### src/rtl/bdwe_pkg.sv
// Shared types and constants for the 2x2 block decimator with error measure.
package bdwe_pkg;

  // Pixel lanes: top left, bottom left, top right, bottom right
  localparam int NUM_LANES = 4;
  localparam int NUM_CHAN  = 3;

  localparam int LANE_TL = 0;
  localparam int LANE_BL = 1;
  localparam int LANE_TR = 2;
  localparam int LANE_BR = 3;

  // Channel order inside a packed pixel, red at the top
  localparam int CHAN_RED   = 0;
  localparam int CHAN_GREEN = 1;
  localparam int CHAN_BLUE  = 2;

  // Column / row count code meaning "only one present"
  localparam logic [1:0] COUNT_ONE = 2'd1;

  // Merge threshold after reset: 0.5 with four fraction bits
  localparam int THRESHOLD_RESET = 8;

  // Per-block control carried alongside the data
  typedef struct packed {
    logic [NUM_LANES-1:0] present;  // pixel present, one bit per lane
    logic [1:0]           shift;    // log2 of the pixel count
  } bdwe_ctl_t;

endpackage

### src/rtl/bdwe_merge.sv
// Merge stage: averages the lane distances, compares to threshold, output register.
module bdwe_merge import bdwe_pkg::*; #(
  parameter int CHANNEL_BITS = 8
) (
  input  logic                                      clk,
  input  logic                                      en,
  input  logic [NUM_LANES-1:0][CHANNEL_BITS+4:0]    roots,
  input  bdwe_ctl_t                                 ctl,
  input  logic [NUM_CHAN*(CHANNEL_BITS+2)-1:0]      mean4,
  input  logic [CHANNEL_BITS+4:0]                   threshold,
  output logic [CHANNEL_BITS+1:0]                   mean_red,
  output logic [CHANNEL_BITS+1:0]                   mean_green,
  output logic [CHANNEL_BITS+1:0]                   mean_blue,
  output logic [CHANNEL_BITS+4:0]                   block_error,
  output logic                                      merge_block
);

  localparam int MEAN_BITS  = CHANNEL_BITS + 2;
  localparam int ROOT_BITS  = CHANNEL_BITS + 5;
  localparam int ESUM_BITS  = ROOT_BITS + 2;

  logic [ESUM_BITS-1:0] err_sum;
  logic [ESUM_BITS-1:0] err_avg;
  logic [ROOT_BITS-1:0] err_nxt;

  // Sum distances of present pixels, divide by count with a shift
  always_comb begin
    err_sum = '0;
    for (int i = 0; i < NUM_LANES; i++) begin
      if (ctl.present[i]) begin
        err_sum = err_sum + ESUM_BITS'(roots[i]);
      end
    end
    err_avg = err_sum >> ctl.shift;
    err_nxt = err_avg[ROOT_BITS-1:0];
  end

  // Result register
  always_ff @(posedge clk) begin
    if (en) begin
      mean_red    <= mean4[(NUM_CHAN-1-CHAN_RED)*MEAN_BITS +: MEAN_BITS];
      mean_green  <= mean4[(NUM_CHAN-1-CHAN_GREEN)*MEAN_BITS +: MEAN_BITS];
      mean_blue   <= mean4[(NUM_CHAN-1-CHAN_BLUE)*MEAN_BITS +: MEAN_BITS];
      block_error <= err_nxt;
      merge_block <= (err_nxt < threshold);
    end
  end

endmodule

### config.mk
export PLATFORM = sky130hd
export DESIGN_NAME = bdwe_merge
export DESIGN_NICKNAME = d
export VERILOG_FILES = /design/src/rtl/bdwe_pkg.sv /design/src/rtl/bdwe_merge.sv
export SDC_FILE = /design/constraint.sdc
export NUM_CORES = 1
export LEC_CHECK = 0
export BUFFER_PORTS_ARGS = -buffer_cell sky130_fd_sc_hd__buf_4
export CAP_MARGIN = 20
export CORE_UTILIZATION = 45
export CTS_CLUSTER_DIAMETER = 60
export CTS_CLUSTER_SIZE = 40
export DETAILED_ROUTE_END_ITERATION = 6
export PLACE_DENSITY_LB_ADDON = 0.08
export SLEW_MARGIN = 20
export SYNTH_ARGS = -nofsm -noshare
export SYNTH_HDL_FRONTEND = slang
export SYNTH_SLANG_ARGS = --single-unit
### constraint.sdc
create_clock -name clk -period 15.55 [get_ports clk]
set_input_delay 1.555 -clock clk [delete_from_list [all_inputs] [get_ports clk]]
set_output_delay 1.555 -clock clk [all_outputs]
set_load 0.02 [all_outputs]
==> results of run 1 <==
## power groups by stage
stage | registers, mW | logic, mW | clock network (mW)
floorplan | 0.175 | 0.190 | 0
global placement | 0.156 | 0.289 | 0
detailed placement | 0.156 | 0.293 | 0
CTS | 0.154 | 0.295 | 0.0912
global route | 0.155 | 0.330 | 0.0944
finish | 0.154 | 0.295 | 0.0872
## layout by cell type (no fill, tap or decap), drive strengths merged, types with 5 or more instances in the layout
cell type,Yosys,final
buf,2,146
ha,49,49
edfxtp,44,44
inv,33,34
a21oi,29,29
nand2,28,28
o21ai,26,26
nor2,22,22
a21o,16,16
nor3,15,15
xnor2,14,14
mux2,14,14
o21a,13,13
nand3,13,13
and2,13,13
a211oi,11,11
mux2i,11,11
xor2,11,11
nor2b,7,7
nand2b,7,7
or2,6,6
o211ai,6,6
nand4,5,5
a211o,5,5
o221ai,5,5
clkbuf,13,5
## routing by layer
metal / GRT usage (%) / up-vias
met5: 0 / -
li1: - / 2088
met4: 5.91 / 0
met2: 36.8 / 153
met3: 3.11 / 8
met1: 28.2 / 1850
## sequential cells by signal, indices dropped and copies added (netlist names)
| register | flops |
|---|---|
| merge_block | 1 |
| mean_red | 10 |
| mean_blue | 10 |
| mean_green | 10 |
| block_error | 13 |
## logic make-up (layout without fill, tap and decap cells)
| group | Yosys count | count (layout) |
|---|---|---|
| buffers and inverters | 49 | 188 |
| flip-flops | 44 | 44 |
| adder cells (fa/ha/maj) | 53 | 53 |
| AO/OA/AOI/OAI | 151 | 151 |
| AND/OR/NAND/NOR | 130 | 130 |
| XOR/XNOR | 25 | 25 |
| multiplexers | 26 | 26 |
## metrics by stage
stage	utilization [%]	total power, mW	worst slack [ps]	instances
after detailed placement	58.3	0.449	7430	742
after floorplan	-	0.365	7900	478
after CTS	59.5	0.540	7710	750
after global placement	58.3	0.445	7360	742
after global routing	59.5	0.580	7130	750
final	59.5	0.536	7660	750
## cell type report
cell class              count  area (µm²)
well taps                 133         166
flip-flops and latches     44        1320
clock inverters             3        46.3
multi-input cells         385        2960
clock buffers               5        68.8
inverters                  34         128
fillers                   901        3940
repair buffers            146        1100
## final timing paths
path	end	slack [ps]	cells past startpoint
setup / recovery	merge_block	7660	33
hold / removal	mean_green[7]	1430	1
==> results.cfg, run 1 <==
[synth]
syn-instance-count = 478
ys_ff_latch = 44
ys_dominant_reg_cell = edfxtp_1
yosysTopAreaCellShare_pct = 29.5
mappedNetlistNets = 633
yosysMostFrequentCell = ha_1
yosys-top-cells-area = edfxtp_1 30%, ha_1 14%, mux2_2 3.3%, a21oi_1 3.0%, o21ai_0 2.8%
synth_fa_ha_area_share_pct = 15.3
muxShareOfSynthArea_pct = 6.57
ys_seq_area_share_pct = 29.5
synth_edf_count = 44
syn-mean-instance-area_um2 = 9.37
synth_top_family_by_area = compound AO/OA/AOI/OAI gates
yosysTopAreaCell = edfxtp_1
yosys.area_share.simple_pct = 14.9
syn_area_um2 = 4480
synth-compound-area-share_pct = 24.3
ys_async_sr_fraction_pct = 0
ys.warnings.count = 0
synth_common_cells = 49 x ha_1, 44 x edfxtp_1, 32 x inv_1
synthXorXnorAreaFrac_pct = 5.22
synth_cell_type_count = 67

[cts]
root_buffer = clkbuf_8
ctsHoldBuffers = 0
cts_buffers = 5
ctsHtreeMaxLevel = 2
clock_sinks = 44
cts_tree = done
cts_resized = 0
clk_pin_slew_ps = 90
clockBufferDepth = 2
cts_setup_buffers = 0

[setup_path]
critical-path-top-delay-family = compound AO/OA/AOI/OAI gates
critPathCaptureType = flop
cp.arrival_ps = 8020
crit_start = ctl[2]
crit_path_top_delay_cell = or4_1
worstPathRequired_ps = 15690
crit_top_cell = ha_1
critPathLaunchType = input pin
critPathMaxStageDelay_ps = 560
crit_type = in -> reg
crit_fanout = 18
worst-path-buf-inv = 2

[pwr]
p_int_mw = 0.336
net-switching-power_mw = 0.200
ir_drop_mv = 0.0471
power.share.sequential_pct = 28.6
power_density_nw_per_um2 = 92.6
p_leak_nw = 2.66
p_clk_share_pct = 16.3
power_frac_comb_pct = 55.1
sw_frac_of_total_pct = 37.3

[floorplan]
start_util_pct = 46.0
die_x_um = 102
die_h_um = 102
num_io_pins = 147
fp.coreArea_um2 = 9730
rows = 36
die_area_um2 = 10400

[sta]
worst_slew_pin_slew_ps = 624
fin_tns_setup_ps = 0
fmax_ghz = 0.127
whs_ps = 1430
max_slew_margin_pct = 58.4
rsz0062_at_grt = false
period_share_pct = 50.7
period_minus_slack_ps = 7890
finalMaxSlewViolations = 0
hold_viol = 0
setup_viol = 0

[run_status]
outcome = completed

[worst_hold_path]
worst_hold_path_type = in -> reg
hold_path_startpoint = mean4[17]

[final_layout]
drive_above_1_share_pct = 30.5
design_area_um2 = 5790
layout.nets = 771
synthToLayoutAreaGrowth_pct = 29.3
antenna_cells = 0

[routing]
dr.max_layer_used = met4
via_per_inst = 5.47
drc = 0
routed_wl_um = 11200
drt_iter0_markers = 159
met3RoutedLength_um = 728
routedLengthMet1_um = 5150
postRouteAntennaNets = 0
drt_pass1_iterations = 4
vias = 4099
wl_per_cell_um = 14.9
wl_met2_um = 5210

[placement]
place.gp.congestion = 0.918
dp_hpwl_um = 9290
place_area_um2 = 5680
place.port_buffers = 146

[grt]
grt-ovfl-total = 0
grt_pass1_wl_um = 17500
grt_pass1_vias = 3797
grt_antenna_before_repair = 0
grt_use_total_pct = 21.5
grt_max_degree = 45

[job]
maxCapViolations = 0
(Power assumes the default switching activity.)
==> inputs of run 2 (changes only) <==
==> constraint.sdc (replaced) <==
create_clock -name clk -period 6.6 [get_ports clk]
set_input_delay 0.66 -clock clk [delete_from_list [all_inputs] [get_ports clk]]
set_output_delay 0.66 -clock clk [all_outputs]
set_load 0.02 [all_outputs]
==> results.cfg, run 2 (synthesized netlist as in run 1, its figures left out) <==
[setup_path]
crit_fanout = 5
crit_type = in -> reg
worstPathRequired_ps = 6750
critPathCaptureType = flop
crit_top_cell = a21oi_2
critPathLaunchType = input pin
crit_path_top_delay_cell = or4_4
cp.arrival_ps = 6640
critPathMaxStageDelay_ps = 520

[final_layout]
largest_reg_flops = 13
layout.nets = 845
final_core_utilization_pct = 68.4
final_common_cell = buf_4
fillerInstances = 824
layout.cells.non_filler = 824
regArea_um2 = 1320
multi_input_area_um2 = 3270
layout_common_cells = 219 x buf_4, 44 x edfxtp_1, 37 x ha_1, 30 x inv_1, 25 x nand2_1
regMostFlops = block_error
antenna_cells = 0
synthToLayoutAreaGrowth_pct = 48.6
drive_above_1_share_pct = 45.6

[sta]
fin_tns_setup_ps = 0
fmax_ghz = 0.154
period_minus_slack_ps = 6490
setup_viol = 0
period_share_pct = 98.3
rsz0062_at_grt = true
hold_viol = 0
max_slew_margin_pct = 58.5
finalMaxSlewViolations = 0
worst_slew_pin_slew_ps = 622

[pwr]
power.share.sequential_pct = 24.6
p_clk_share_pct = 14.4
p_int_mw = 0.932
ir_drop_mv = 0.0922
net-switching-power_mw = 0.540
p_leak_nw = 3.07
sw_frac_of_total_pct = 36.7
power_frac_comb_pct = 61.0
power_density_nw_per_um2 = 221

[routing]
routed_wl_um = 12300
via_per_inst = 5.41
drc = 0
postRouteAntennaNets = 0
drt_pass1_iterations = 4
wl_per_cell_um = 14.9
vias = 4455
drt_iter0_markers = 142

[cts]
clock_sinks = 44
root_buffer = clkbuf_8
clockBufferDepth = 2
cts_buffers = 5
ctsHtreeMaxLevel = 2
clk_pin_slew_ps = 90
cts_tree = done

[grt]
grt-ovfl-total = 0
grt_pass1_wl_um = 18900
grt_use_total_pct = 23.0
grt_antenna_before_repair = 0
grt_max_degree = 45
grt_pass1_vias = 4193

[placement]
placed_cells_incl_taps = 805
dp_hpwl_um = 9900
place.port_buffers = 146
place.gp.congestion = 0.874

[floorplan]
rows = 36
die_h_um = 102
fp.coreArea_um2 = 9730
num_io_pins = 147
die_x_um = 102
start_util_pct = 46.0
die_area_um2 = 10400

[job]
maxCapViolations = 0

[worst_hold_path]
worst_hold_path_type = in -> reg

[run_status]
outcome = completed
-- run 2: area by class of cell --
type | instances | area share [%]
repair buffers | 220 | 24.9
clock inverters | 3 | 0.696
inverters | 34 | 1.92
clock buffers | 5 | 1.03
flip-flops and latches | 44 | 19.9
multi-input cells | 385 | 49.1
well taps | 133 | 2.50
-- run 2: final timing paths --
kind                  startpoint            to  slack, ps  cells after the start
worst max-delay path      ctl[2]   merge_block        110                     34
worst min-delay path    mean4[8]  mean_blue[8]        520                      1
-- run 2: power by group through the flow --
stage | registers, mW | clock network [mW] | logic (mW)
2_1_floorplan | 0.413 | 0 | 0.451
3_3_place_gp | 0.367 | 0 | 0.777
3_5_place_dp | 0.370 | 0 | 0.795
4_1_cts | 0.364 | 0.217 | 0.809
5_1_grt | 0.367 | 0.227 | 0.985
6_report | 0.363 | 0.212 | 0.897
-- run 2: metal layers --
layer | global-route usage, % | up-vias | part of all wire (%)
met2 | 38.1 | 145 | 47
li1 | - | 2242 | -
met1 | 30.3 | 2050 | 45
met4 | 7.92 | 0 | 1.9
met5 | 0 | - | 0
met3 | 3.66 | 18 | 5.9
-- run 2: timing repair --
item	in CTS	in global routing
hold buffers	0	0
buffers inserted	3	8
setup endpoints to repair	1	1
gates resized for setup	7	52
pin swaps	2	40
-- run 2: critical path: cells and delay by family --
kind / cells / cell delay (ps)
fa+ha+maj: 4 / 840
mux: 1 / 200
simple gates: 12 / 2210
buf+inv: 3 / 290
compound gates: 13 / 2260
xor+xnor: 1 / 180
-- run 2: through the flow --
| stage | instance area, µm² | power, mW | worst slack, ps | hold WS, ps |
|---|---|---|---|---|
| 6_report | 6650 | 1.47 | 110 | 524 |
| 5_1_grt | 6650 | 1.58 | -210 | 502 |
| 4_1_cts | 6350 | 1.39 | 13.7 | 513 |
| 3_5_place_dp | 6180 | 1.16 | -491 | 840 |
| 3_3_place_gp | 6180 | 1.14 | -303 | 838 |
| 2_1_floorplan | 4510 | 0.864 | 71.1 | 759 |
