===== config.mk =====
export PLATFORM = sky130hd
export DESIGN_NAME = bdwe_lane
export DESIGN_NICKNAME = d
export VERILOG_FILES = /design/src/rtl/bdwe_pkg.sv /design/src/rtl/bdwe_sqrt.sv /design/src/rtl/bdwe_lane.sv
export SDC_FILE = /design/constraint.sdc
export NUM_CORES = 1
export LEC_CHECK = 0
export BUFFER_PORTS_ARGS = -buffer_cell sky130_fd_sc_hd__buf_2
export CAP_MARGIN = 25
export CORE_ASPECT_RATIO = 0.9
export CORE_UTILIZATION = 50
export DETAILED_ROUTE_END_ITERATION = 16
export PLACE_DENSITY = 0.62
export SYNTH_ARGS = -nofsm -noshare
export SYNTH_HDL_FRONTEND = slang
export SYNTH_HIERARCHICAL = 1
export SYNTH_SLANG_ARGS = --single-unit
export TNS_END_PERCENT = 20

===== constraint.sdc =====
create_clock -name clk -period 11.8 [get_ports clk]
set_input_delay 3.54 -clock clk [delete_from_list [all_inputs] [get_ports clk]]
set_output_delay 3.54 -clock clk [all_outputs]
set_load 0.005 [all_outputs]

===== src/rtl/bdwe_pkg.sv =====
// Shared types and constants for the 2x2 block decimator with error measure.
package bdwe_pkg;

  // Pixel lanes: top left, bottom left, top right, bottom right
  localparam int NUM_LANES = 4;
  localparam int NUM_CHAN  = 3;

  localparam int LANE_TL = 0;
  localparam int LANE_BL = 1;
  localparam int LANE_TR = 2;
  localparam int LANE_BR = 3;

  // Channel order inside a packed pixel, red at the top
  localparam int CHAN_RED   = 0;
  localparam int CHAN_GREEN = 1;
  localparam int CHAN_BLUE  = 2;

  // Column / row count code meaning "only one present"
  localparam logic [1:0] COUNT_ONE = 2'd1;

  // Merge threshold after reset: 0.5 with four fraction bits
  localparam int THRESHOLD_RESET = 8;

  // Per-block control carried alongside the data
  typedef struct packed {
    logic [NUM_LANES-1:0] present;  // pixel present, one bit per lane
    logic [1:0]           shift;    // log2 of the pixel count
  } bdwe_ctl_t;

endpackage


===== src/rtl/bdwe_sqrt.sv =====
// Pipelined floor square root, one result bit per stage.
module bdwe_sqrt import bdwe_pkg::*; #(
  parameter int ROOT_BITS = 13
) (
  input  logic                     clk,
  input  logic [ROOT_BITS-1:0]     en,
  input  logic [2*ROOT_BITS-1:0]   rad_in,
  output logic [ROOT_BITS-1:0]     root_out
);

  // Remainder stays below 2*root+1; three extra bits cover the shifted value
  localparam int W = ROOT_BITS + 3;

  logic [W-1:0]           rem_r  [ROOT_BITS-1];
  logic [2*ROOT_BITS-1:0] rad_r  [ROOT_BITS-1];
  logic [ROOT_BITS-1:0]   root_r [ROOT_BITS];

  genvar j;
  generate
    for (j = 0; j < ROOT_BITS; j++) begin : g_stage
      logic [W-1:0]           rem_in;
      logic [ROOT_BITS-1:0]   root_in;
      logic [2*ROOT_BITS-1:0] rad_prev;
      logic [W-1:0]           rem_sh;
      logic [W-1:0]           trial;
      logic                   ge;

      if (j == 0) begin : g_first
        assign rem_in   = '0;
        assign root_in  = '0;
        assign rad_prev = rad_in;
      end else begin : g_next
        assign rem_in   = rem_r[j-1];
        assign root_in  = root_r[j-1];
        assign rad_prev = rad_r[j-1];
      end

      // Bring down two radicand bits, try root*4+1
      always_comb begin
        rem_sh = {rem_in[W-3:0], rad_prev[2*ROOT_BITS-1 -: 2]};
        trial  = {1'b0, root_in, 2'b01};
        ge     = (rem_sh >= trial);
      end

      always_ff @(posedge clk) begin
        if (en[j]) begin
          root_r[j] <= {root_in[ROOT_BITS-2:0], ge};
        end
      end

      if (j < ROOT_BITS - 1) begin : g_carry
        always_ff @(posedge clk) begin
          if (en[j]) begin
            rem_r[j] <= ge ? (rem_sh - trial) : rem_sh;
            rad_r[j] <= {rad_prev[2*ROOT_BITS-3:0], 2'b00};
          end
        end
      end
    end
  endgenerate

  assign root_out = root_r[ROOT_BITS-1];

endmodule


===== src/rtl/bdwe_lane.sv =====
// One pixel lane: squared colour distance to the mean, then its floor root.
module bdwe_lane import bdwe_pkg::*; #(
  parameter int CHANNEL_BITS = 8
) (
  input  logic                                 clk,
  input  logic                                 en_sq,
  input  logic                                 en_rad,
  input  logic [CHANNEL_BITS+4:0]              en_sqrt,
  input  logic [NUM_CHAN*CHANNEL_BITS-1:0]     pixel,
  input  logic [NUM_CHAN*(CHANNEL_BITS+2)-1:0] mean4,
  output logic [CHANNEL_BITS+4:0]              root
);

  localparam int MEAN_BITS = CHANNEL_BITS + 2;
  localparam int SQ_BITS   = 2 * MEAN_BITS;
  localparam int SUM_BITS  = SQ_BITS + 2;
  localparam int ROOT_BITS = CHANNEL_BITS + 5;

  logic [SQ_BITS-1:0]     sq_nxt [NUM_CHAN];
  logic [SQ_BITS-1:0]     sq_r   [NUM_CHAN];
  logic [SUM_BITS-1:0]    dist_sum;
  logic [2*ROOT_BITS-1:0] rad_r;

  // Per channel: |4p - mean4| squared
  always_comb begin
    logic [MEAN_BITS-1:0] a;
    logic [MEAN_BITS-1:0] m;
    logic [MEAN_BITS-1:0] d;
    for (int c = 0; c < NUM_CHAN; c++) begin
      a = {pixel[(NUM_CHAN-1-c)*CHANNEL_BITS +: CHANNEL_BITS], 2'b00};
      m = mean4[(NUM_CHAN-1-c)*MEAN_BITS +: MEAN_BITS];
      d = (a >= m) ? (a - m) : (m - a);
      sq_nxt[c] = d * d;
    end
  end

  always_ff @(posedge clk) begin
    if (en_sq) begin
      sq_r <= sq_nxt;
    end
  end

  // Sum over channels, scale by 16 for four fraction bits of the root
  assign dist_sum = SUM_BITS'(sq_r[CHAN_RED]) + SUM_BITS'(sq_r[CHAN_GREEN])
                  + SUM_BITS'(sq_r[CHAN_BLUE]);

  always_ff @(posedge clk) begin
    if (en_rad) begin
      rad_r <= {dist_sum, 4'b0000};
    end
  end

  bdwe_sqrt #(
    .ROOT_BITS (ROOT_BITS)
  ) u_sqrt (
    .clk      (clk),
    .en       (en_sqrt),
    .rad_in   (rad_r),
    .root_out (root)
  );

endmodule


==> flow_metrics.py, run 1 <==
metrics = {
    "drt": {
        "dr_total_vias": 20549,
        "viasPerCell": 5.29,
        "dr.first_iter.drc_count": 935,
        "routed_wire_length_per_instance_um": 15.2,
        "drc": 0,
        "detailed_routing_iteration_count_for_the_pre_antenna_repair_pass": 5,
        "number_of_nets_with_antenna_violations_after_detailed_routing": 0,
        "postRouteWirelength_mm": 59.2,
    },
    "timing": {
        "crit_share_post_route_pct": 91.9,
        "max_freq_mhz": 92.2,
        "fin_worst_skew_ns": 0.0148,
        "period_minus_slack_ns": 10.85,
        "totalNegativeSetupSlack_ns": 0,
        "worst_slew_margin_rel_pct": 46.6,
        "setup_viol": 0,
        "slew_limit_fails": 0,
        "slew_at_the_pin_closest_to_its_max_slew_limit_ns": 0.794,
        "report.final.hold_viol_count": 0,
        "rsz0062_at_grt": "no",
        "final_worst_hold_slack_ns": 0.408,
    },
    "clock_network": {
        "clk-insertion-delay-late_ns": 0.58,
        "clock_sink_count": 480,
        "cts-root-buf": "sky130_fd_sc_hd__clkbuf_16",
        "post_cts_hold_buffer_count": 0,
        "numCtsBuffers": 49,
        "cts_setup_buffers": 0,
        "clk_transition_reported_paths_ns": 0.06,
        "clockBufferDepth": 3,
        "cts_tree": "done",
        "cts-htree-levels": 2,
        "cts.repair.resized": 0,
    },
    "synthesis": {
        "postSynth.asyncResetShare_pct": 0,
        "synth-seq-cells": 480,
        "netlist-cell-type-count": 98,
        "post_synth_design_cell_area_um2": 32500,
        "syn_inst": 2870,
        "ys_seq_area_share_pct": 44.3,
        "post_synth_edffs": 480,
        "synth_flop_type": "sky130_fd_sc_hd__edfxtp_1",
        "ys.warnings.count": 6,
        "synthesis.area_per_instance_um2": 11.3,
    },
    "floorplan": {
        "die_ar_um2": 66100,
        "core_um2": 64200,
        "fp.dieW_um": 271,
        "initial_core_util_pct": 50.7,
        "floorplan.die.height_um": 244,
        "core.rowCount": 88,
        "num_io_pins": 83,
    },
    "placed_design": {
        "gp_routability_congestion": 0.886,
        "dpl-instance-area_um2": 33900,
        "place_hpwl_mm": 47.0,
        "port_buffers": 82,
    },
    "worst_setup_path": {
        "cp_common_cell": "sky130_fd_sc_hd__inv_1",
        "slowest_stage": "sky130_fd_sc_hd__fa_1",
        "worstPathRequired_ns": 12.13,
        "cp_top_family": "adder cells",
        "cp_data_arrival_time_ns": 11.18,
        "timing.critical_path.to_type": "register",
        "critPathMaxStageDelay_ns": 0.53,
        "path_class": "input pin to register",
        "critical_path_launch_point_type": "input pin",
        "cp_num_buf_inv": 9,
        "critical_path_peak_fanout": 12,
    },
    "final_layout": {
        "final_common_cell": "sky130_fd_sc_hd__edfxtp_1",
        "num-fill-cells": 5483,
        "area_delta_synth_final_pct": 9.28,
        "n_antenna_cell": 0,
        "final_area_um2": 35500,
        "layout_common_cells": "sky130_fd_sc_hd__edfxtp_1, sky130_fd_sc_hd__inv_1, sky130_fd_sc_hd__ha_1",
        "design.final.nets": 3541,
        "share_of_cells_above_drive_strength_1_pct": 8.81,
    },
    "global_route": {
        "largest_net_degree_at_the_start_of_global_routing": 58,
        "vias_in_the_first_global_route": 20882,
        "grt_first_pass_wirelength_mm": 100,
        "gr-total-overflow": 0,
        "antenna_violations_before_repair": 0,
        "global_route.usage.total_pct": 18.3,
    },
    "job": {
        "cap_viol_max_count": 0,
    },
    "worst_hold_path": {
        "holdCritPathClass": "register to register",
    },
    "outcome": {
        "status": "finished clean",
    },
}
registers in the layout (all words and copies together) (netlist names):
signal	count
u_sqrt/root_r	91
sq_r	57
rad_r	22
u_sqrt/rad_r	156
u_sqrt/rem_r	154
layer usage:
layer | track usage [%] | vias up | routed length (um)
li1 | - | 10204 | -
met1 | 23.8 | 9934 | 26400
met2 | 32.4 | 336 | 29800
met3 | 2.51 | 75 | 1990
met4 | 4.39 | 0 | 1080
met5 | 0 | - | 0
area by class of cell:
class | instances | area [um2] | share of cell area (%)
clock buffer | 58 | 1280 | 3.61
inverter | 477 | 1790 | 5.04
tap | 855 | 1070 | 3.01
sequential | 480 | 14400 | 40.6
clock inverter | 33 | 317 | 0.891
timing repair buffer | 96 | 513 | 1.44
multi-input combinational | 1887 | 16200 | 45.5
per-stage QoR:
| stage | util [%] | worst slack (ns) | cells |
|---|---|---|---|
| after floorplan | - | 1.20 | 2873 |
| after global placement | 52.9 | 0.551 | 3794 |
| after detailed placement | 52.9 | 0.380 | 3795 |
| after CTS | 55.4 | 1.01 | 3886 |
| after global routing | 55.4 | 0.443 | 3886 |
| final | 55.4 | 0.953 | 3886 |
logic make-up (layout without fill, tap and decap cells):
family / Yosys count / after routing / synth area share (%)
buffers and inverters: 506 / 664 / 6.04
AND/OR/NAND/NOR: 626 / 626 / 9.25
XOR/XNOR: 206 / 206 / 5.59
other: 2 / 5 / 0.0231
multiplexers: 69 / 69 / 2.34
AO/OA/AOI/OAI: 501 / 501 / 10.1
flip-flops: 480 / 480 / 44.3
adder cells (fa/ha/maj): 480 / 480 / 22.3
synth_stat cells (all sizes together), types with 10 or more instances:
master / number / share of area [%]
a211oi: 19 / 0.47
a21boi: 11 / 0.25
a21o: 48 / 1.1
a21oi: 142 / 2.2
a31oi: 12 / 0.23
and2: 20 / 0.38
and3: 10 / 0.19
buf: 23 / 0.46
edfxtp: 480 / 44
fa: 165 / 10
ha: 315 / 12
inv: 474 / 5.5
mux2: 47 / 1.6
mux2i: 22 / 0.72
nand2: 163 / 1.9
nand2b: 23 / 0.44
nand3: 37 / 0.57
nand4: 18 / 0.35
nor2: 210 / 2.4
nor2b: 21 / 0.40
nor3: 46 / 0.74
nor4: 15 / 0.40
o211ai: 22 / 0.52
o21a: 32 / 0.74
o21ai: 107 / 1.7
o21bai: 18 / 0.42
o31ai: 23 / 0.55
or2: 10 / 0.19
or3: 19 / 0.38
xnor2: 141 / 3.8
xor2: 65 / 1.8
path summary, 6_finish.rpt:
check,from,cells after the start,slack (ns),to
max,pixel[21],31,0.95,sq_r[58]$_DFFE_PP_
min,u_sqrt/rad_r[1][33]$_DFFE_PP_,0,0.41,u_sqrt/rad_r[1][57]$_DFFE_PP_
max reg2reg,sq_r[3]$_DFFE_PP_,14,7.86,rad_r[25]$_DFFE_PP_
min reg2reg,u_sqrt/rad_r[1][33]$_DFFE_PP_,0,0.41,u_sqrt/rad_r[1][57]$_DFFE_PP_
Power of run 1 is not shown: default switching activity piles up to over one toggle a cycle in this logic, so the estimate is an artifact.
==> run 2: changes to the inputs <==
--- a/config.mk
+++ b/config.mk
@@ -8,9 +8,9 @@
 export BUFFER_PORTS_ARGS = -buffer_cell sky130_fd_sc_hd__buf_2
 export CAP_MARGIN = 25
 export CORE_ASPECT_RATIO = 0.9
-export CORE_UTILIZATION = 50
+export CORE_UTILIZATION = 34
 export DETAILED_ROUTE_END_ITERATION = 16
-export PLACE_DENSITY = 0.62
+export PLACE_DENSITY = 0.45
 export SYNTH_ARGS = -nofsm -noshare
 export SYNTH_HDL_FRONTEND = slang
 export SYNTH_HIERARCHICAL = 1
==> flow_metrics.py, run 2 (synthesized netlist as in run 1, its figures left out) <==
metrics = {
    "final_layout": {
        "layout.area.seq_um2": 14400,
        "largestRegisters": "u_sqrt/rad_r (156), u_sqrt/rem_r (154), u_sqrt/root_r (91)",
        "multi_input_comb_area_um2": 16200,
        "num-fill-cells": 9115,
        "design.final.nets": 3550,
        "n_antenna_cell": 0,
        "final_common_cell": "sky130_fd_sc_hd__edfxtp_1",
        "layout_common_cells": "sky130_fd_sc_hd__edfxtp_1, sky130_fd_sc_hd__inv_1, sky130_fd_sc_hd__ha_1",
        "registers.top_by_ff_count": "u_sqrt/rad_r",
        "area_delta_synth_final_pct": 11.7,
        "largest_register_ff_count": 156,
        "share_of_cells_above_drive_strength_1_pct": 9.29,
    },
    "placed_design": {
        "place_hpwl_mm": 50.6,
        "port_buffers": 82,
        "preCtsSetupSlack_ns": 0.245,
        "gp_routability_congestion": 0.854,
    },
    "clock_network": {
        "clk-insertion-delay-late_ns": 0.61,
        "clock_sink_count": 480,
        "cts_tree": "done",
        "clockBufferDepth": 3,
        "cts_setup_buffers": 0,
        "cts-htree-levels": 2,
        "cts.repair.resized": 0,
        "clk_transition_reported_paths_ns": 0.06,
        "cts-root-buf": "sky130_fd_sc_hd__clkbuf_16",
        "numCtsBuffers": 54,
        "post_cts_hold_buffer_count": 0,
    },
    "worst_setup_path": {
        "critical_path_peak_fanout": 12,
        "cp_data_arrival_time_ns": 11.31,
        "path_class": "input pin to register",
        "slowest_stage": "sky130_fd_sc_hd__fa_1",
        "cp_num_buf_inv": 8,
        "cp_top_family": "adder cells",
        "cp_common_cell": "sky130_fd_sc_hd__inv_1",
        "timing.critical_path.to_type": "register",
        "critPathMaxStageDelay_ns": 0.60,
        "worstPathRequired_ns": 12.15,
        "critical_path_launch_point_type": "input pin",
    },
    "timing": {
        "fin_worst_skew_ns": 0.0245,
        "slew_limit_fails": 0,
        "setup_viol": 0,
        "max_freq_mhz": 91.2,
        "crit_share_post_route_pct": 92.9,
        "rsz0062_at_grt": "no",
        "slew_at_the_pin_closest_to_its_max_slew_limit_ns": 0.812,
        "totalNegativeSetupSlack_ns": 0,
        "worst_slew_margin_rel_pct": 45.5,
        "layout_setup_ws_ns": 0.837,
        "period_minus_slack_ns": 10.96,
        "report.final.hold_viol_count": 0,
    },
    "floorplan": {
        "core_um2": 94700,
        "floorplan.die.height_um": 295,
        "num_io_pins": 83,
        "core.rowCount": 107,
        "die_ar_um2": 96900,
        "initial_core_util_pct": 34.4,
        "fp.dieW_um": 328,
    },
    "global_route": {
        "vias_in_the_first_global_route": 20987,
        "global_route.usage.total_pct": 13.2,
        "antenna_violations_before_repair": 1,
        "gr-total-overflow": 0,
        "grt_first_pass_wirelength_mm": 104,
        "largest_net_degree_at_the_start_of_global_routing": 58,
    },
    "drt": {
        "detailed_routing_iteration_count_for_the_pre_antenna_repair_pass": 5,
        "viasPerCell": 4.76,
        "drc": 0,
        "dr.first_iter.drc_count": 964,
        "dr_total_vias": 20467,
        "number_of_nets_with_antenna_violations_after_detailed_routing": 0,
        "routed_wire_length_per_instance_um": 14.7,
        "postRouteWirelength_mm": 63.3,
    },
    "worst_hold_path": {
        "holdCritPathClass": "register to register",
    },
    "outcome": {
        "status": "finished clean",
    },
    "job": {
        "cap_viol_max_count": 0,
    },
}
-- run 2: cell types whose count changed in the layout (fill, tap and decap cells not counted), moves of 2 or more --
cell / before / now
sky130_fd_sc_hd__bufinv_16: 4 / 9
sky130_fd_sc_hd__clkinv_2: 5 / 13
sky130_fd_sc_hd__clkinv_4: 3 / 1
sky130_fd_sc_hd__clkinvlp_4: 8 / 4
sky130_fd_sc_hd__clkbuf_16: 50 / 54
sky130_fd_sc_hd__inv_6: 0 / 2
sky130_fd_sc_hd__buf_4: 13 / 18
sky130_fd_sc_hd__clkinv_1: 13 / 11
-- run 2: area by class of cell --
class                           instances  area share [%]
Timing Repair Buffer                  100            1.50
Multi-Input combinational cell       1887            44.5
Tap cell                             1253            4.32
Inverter                              477            4.93
Sequential cell                       480            39.7
Clock inverter                         39            1.30
Clock buffer                           63            3.81
-- run 2: final timing paths --
check | start | to | slack [ns] | depth (start not counted)
worst min register to register | u_sqrt/rad_r[0][25]$_DFFE_PP_ | u_sqrt/rad_r[0][49]$_DFFE_PP_ | 0.39 | 0
worst max-delay path | pixel[17] | sq_r[58]$_DFFE_PP_ | 0.84 | 30
worst max register to register | sq_r[4]$_DFFE_PP_ | rad_r[24]$_DFFE_PP_ | 7.83 | 12
worst min-delay path | u_sqrt/rad_r[0][25]$_DFFE_PP_ | u_sqrt/rad_r[0][49]$_DFFE_PP_ | 0.39 | 0
-- run 2: stage by stage --
stage / instance area (um2) / util [%] / hold slack, ns / instances
floorplan: 32500 / - / 0.400 / 2873
global placement: 34500 / 36.4 / 0.401 / 4197
detailed placement: 34500 / 36.4 / 0.405 / 4197
CTS: 36300 / 38.4 / 0.378 / 4299
global route: 36300 / 38.4 / 0.394 / 4299
finish: 36300 / 38.4 / 0.393 / 4299
-- run 2: per-layer routing --
layer	part of all wire (%)	track usage [%]	vias up
met1	45	16.7	9851
li1	-	-	10229
met5	0.021	0	-
met2	49	23.2	295
met4	2.3	3.89	2
met3	3.0	1.72	90
Power of run 2 is left out for the same reason.
==> run 3: changes to the inputs <==
--- a/config.mk
+++ b/config.mk
@@ -11,6 +11,7 @@
 export CORE_UTILIZATION = 34
 export DETAILED_ROUTE_END_ITERATION = 16
 export PLACE_DENSITY = 0.45
+export REMOVE_ABC_BUFFERS = 1
 export SYNTH_ARGS = -nofsm -noshare
 export SYNTH_HDL_FRONTEND = slang
 export SYNTH_HIERARCHICAL = 1
==> flow_metrics.py, run 3 (synthesized netlist as in run 1, its figures left out) <==
metrics = {
    "floorplan": {
        "core.rowCount": 107,
        "num_io_pins": 83,
        "fp.dieW_um": 328,
        "core_um2": 94700,
        "floorplan.die.height_um": 295,
        "initial_core_util_pct": 34.4,
        "die_ar_um2": 96900,
    },
    "final_layout": {
        "registers.top_by_ff_count": "u_sqrt/rad_r",
        "largestRegisters": "u_sqrt/rad_r (156), u_sqrt/rem_r (154), u_sqrt/root_r (91)",
        "area_delta_synth_final_pct": 11.5,
        "final_common_cell": "sky130_fd_sc_hd__edfxtp_1",
        "share_of_cells_above_drive_strength_1_pct": 9.05,
        "largest_register_ff_count": 156,
        "n_antenna_cell": 0,
        "design.final.nets": 3549,
        "layout_common_cells": "sky130_fd_sc_hd__edfxtp_1, sky130_fd_sc_hd__inv_1, sky130_fd_sc_hd__ha_1",
    },
    "clock_network": {
        "clk-insertion-delay-late_ns": 0.61,
        "clk_transition_reported_paths_ns": 0.06,
        "post_cts_hold_buffer_count": 0,
        "cts.repair.resized": 0,
        "cts-htree-levels": 2,
        "cts-root-buf": "sky130_fd_sc_hd__clkbuf_16",
        "cts_setup_buffers": 0,
        "clock_sink_count": 480,
        "clockBufferDepth": 3,
        "cts_tree": "done",
        "numCtsBuffers": 53,
    },
    "worst_setup_path": {
        "path_class": "input pin to register",
        "worstSetupPathDepth": 31,
        "cp_common_cell": "sky130_fd_sc_hd__inv_1",
        "cp_top_family": "adder cells",
        "timing.critical_path.to_type": "register",
        "critPathCapture": "sq_r[58]$_DFFE_PP_",
        "r2r_start": "sq_r[4]$_DFFE_PP_",
        "cp_num_buf_inv": 9,
        "critical_path_peak_fanout": 12,
        "critPathMaxStageDelay_ns": 0.53,
        "regToRegSetupSlack_ns": 7.82,
        "worstPathRequired_ns": 12.14,
        "timing.reg2reg.worst_path_depth": 12,
        "critical_path_launch_point_type": "input pin",
        "worst_setup_path_startpoint": "pixel[17]",
        "cp_data_arrival_time_ns": 11.21,
        "timing.rr.end": "rad_r[24]$_DFFE_PP_",
        "slowest_stage": "sky130_fd_sc_hd__fa_1",
    },
    "placed_design": {
        "port_buffers": 82,
        "place_hpwl_mm": 50.2,
        "gp_routability_congestion": 0.862,
    },
    "worst_hold_path": {
        "timing.hold.worst_path_depth": 0,
        "holdCritPathClass": "register to register",
    },
    "timing": {
        "fin_worst_skew_ns": 0.0291,
        "report.final.hold_viol_count": 0,
        "crit_share_post_route_pct": 92.1,
        "totalNegativeSetupSlack_ns": 0,
        "worst_slew_margin_rel_pct": 46.0,
        "slew_limit_fails": 0,
        "setup_viol": 0,
        "rsz0062_at_grt": "no",
        "max_freq_mhz": 92.0,
        "slew_at_the_pin_closest_to_its_max_slew_limit_ns": 0.810,
        "period_minus_slack_ns": 10.86,
    },
    "outcome": {
        "status": "finished clean",
    },
    "drt": {
        "number_of_nets_with_antenna_violations_after_detailed_routing": 0,
        "viasPerCell": 4.77,
        "postRouteWirelength_mm": 62.7,
        "drc": 0,
        "dr_total_vias": 20453,
        "dr.first_iter.drc_count": 1009,
        "routed_wire_length_per_instance_um": 14.6,
        "detailed_routing_iteration_count_for_the_pre_antenna_repair_pass": 5,
    },
    "global_route": {
        "gr-total-overflow": 0,
        "largest_net_degree_at_the_start_of_global_routing": 58,
        "antenna_violations_before_repair": 2,
        "grt_first_pass_wirelength_mm": 104,
        "global_route.usage.total_pct": 13.1,
        "vias_in_the_first_global_route": 20704,
    },
    "job": {
        "cap_viol_max_count": 0,
    },
}
-- run 3: changes by cell type in the layout (fill, tap and decap cells not counted), sizes merged --
cell	change
clkinv	-4
clkinvlp	-3
bufinv	+1
inv	-1
-- run 3: area by class of cell --
type | instances | area [um2]
Clock inverter | 32 | 437
Timing Repair Buffer | 100 | 546
Sequential cell | 480 | 14400
Inverter | 477 | 1790
Tap cell | 1253 | 1570
Fill cell | 9162 | 58400
Clock buffer | 63 | 1360
Multi-Input combinational cell | 1887 | 16200
-- run 3: how the worst min path moves through the flow --
| stage | to | startpoint | slack [ns] |
|---|---|---|---|
| floorplan | u_sqrt/rad_r[0][10]$_DFFE_PP_ | rad_r[10]$_DFFE_PP_ | 0.40 |
| global placement | u_sqrt/rad_r[0][72]$_DFFE_PP_ | u_sqrt/rad_r[0][48]$_DFFE_PP_ | 0.40 |
| detailed placement | u_sqrt/rad_r[0][10]$_DFFE_PP_ | rad_r[10]$_DFFE_PP_ | 0.40 |
| CTS | u_sqrt/rad_r[2][19]$_DFFE_PP_ | u_sqrt/rad_r[1][83]$_DFFE_PP_ | 0.39 |
| global route | u_sqrt/rad_r[0][30]$_DFFE_PP_ | u_sqrt/rad_r[0][6]$_DFFE_PP_ | 0.40 |
| finish | u_sqrt/rad_r[2][19]$_DFFE_PP_ | u_sqrt/rad_r[1][83]$_DFFE_PP_ | 0.40 |
-- run 3: per-stage QoR --
step                      util (%)  area [um2]  setup WS [ns]  hold slack, ns  cells
final                         38.3       36300          0.935           0.395   4292
after global routing          38.3       36300          0.344           0.401   4292
after CTS                     38.3       36300          0.945           0.385   4292
after detailed placement      36.4       34500          0.294           0.405   4197
after global placement        36.4       34500          0.467           0.401   4197
after floorplan                  -       32400          0.890           0.400   2844
-- run 3: per-layer routing --
| layer | global-route usage [%] | vias up | routed length, um |
|---|---|---|---|
| met5 | 0 | - | 11 |
| met1 | 16.7 | 9896 | 28400 |
| met2 | 22.9 | 255 | 30900 |
| met3 | 1.98 | 84 | 2100 |
| met4 | 3.78 | 2 | 1360 |
| li1 | - | 10216 | - |
Power of run 3 is left out for the same reason.
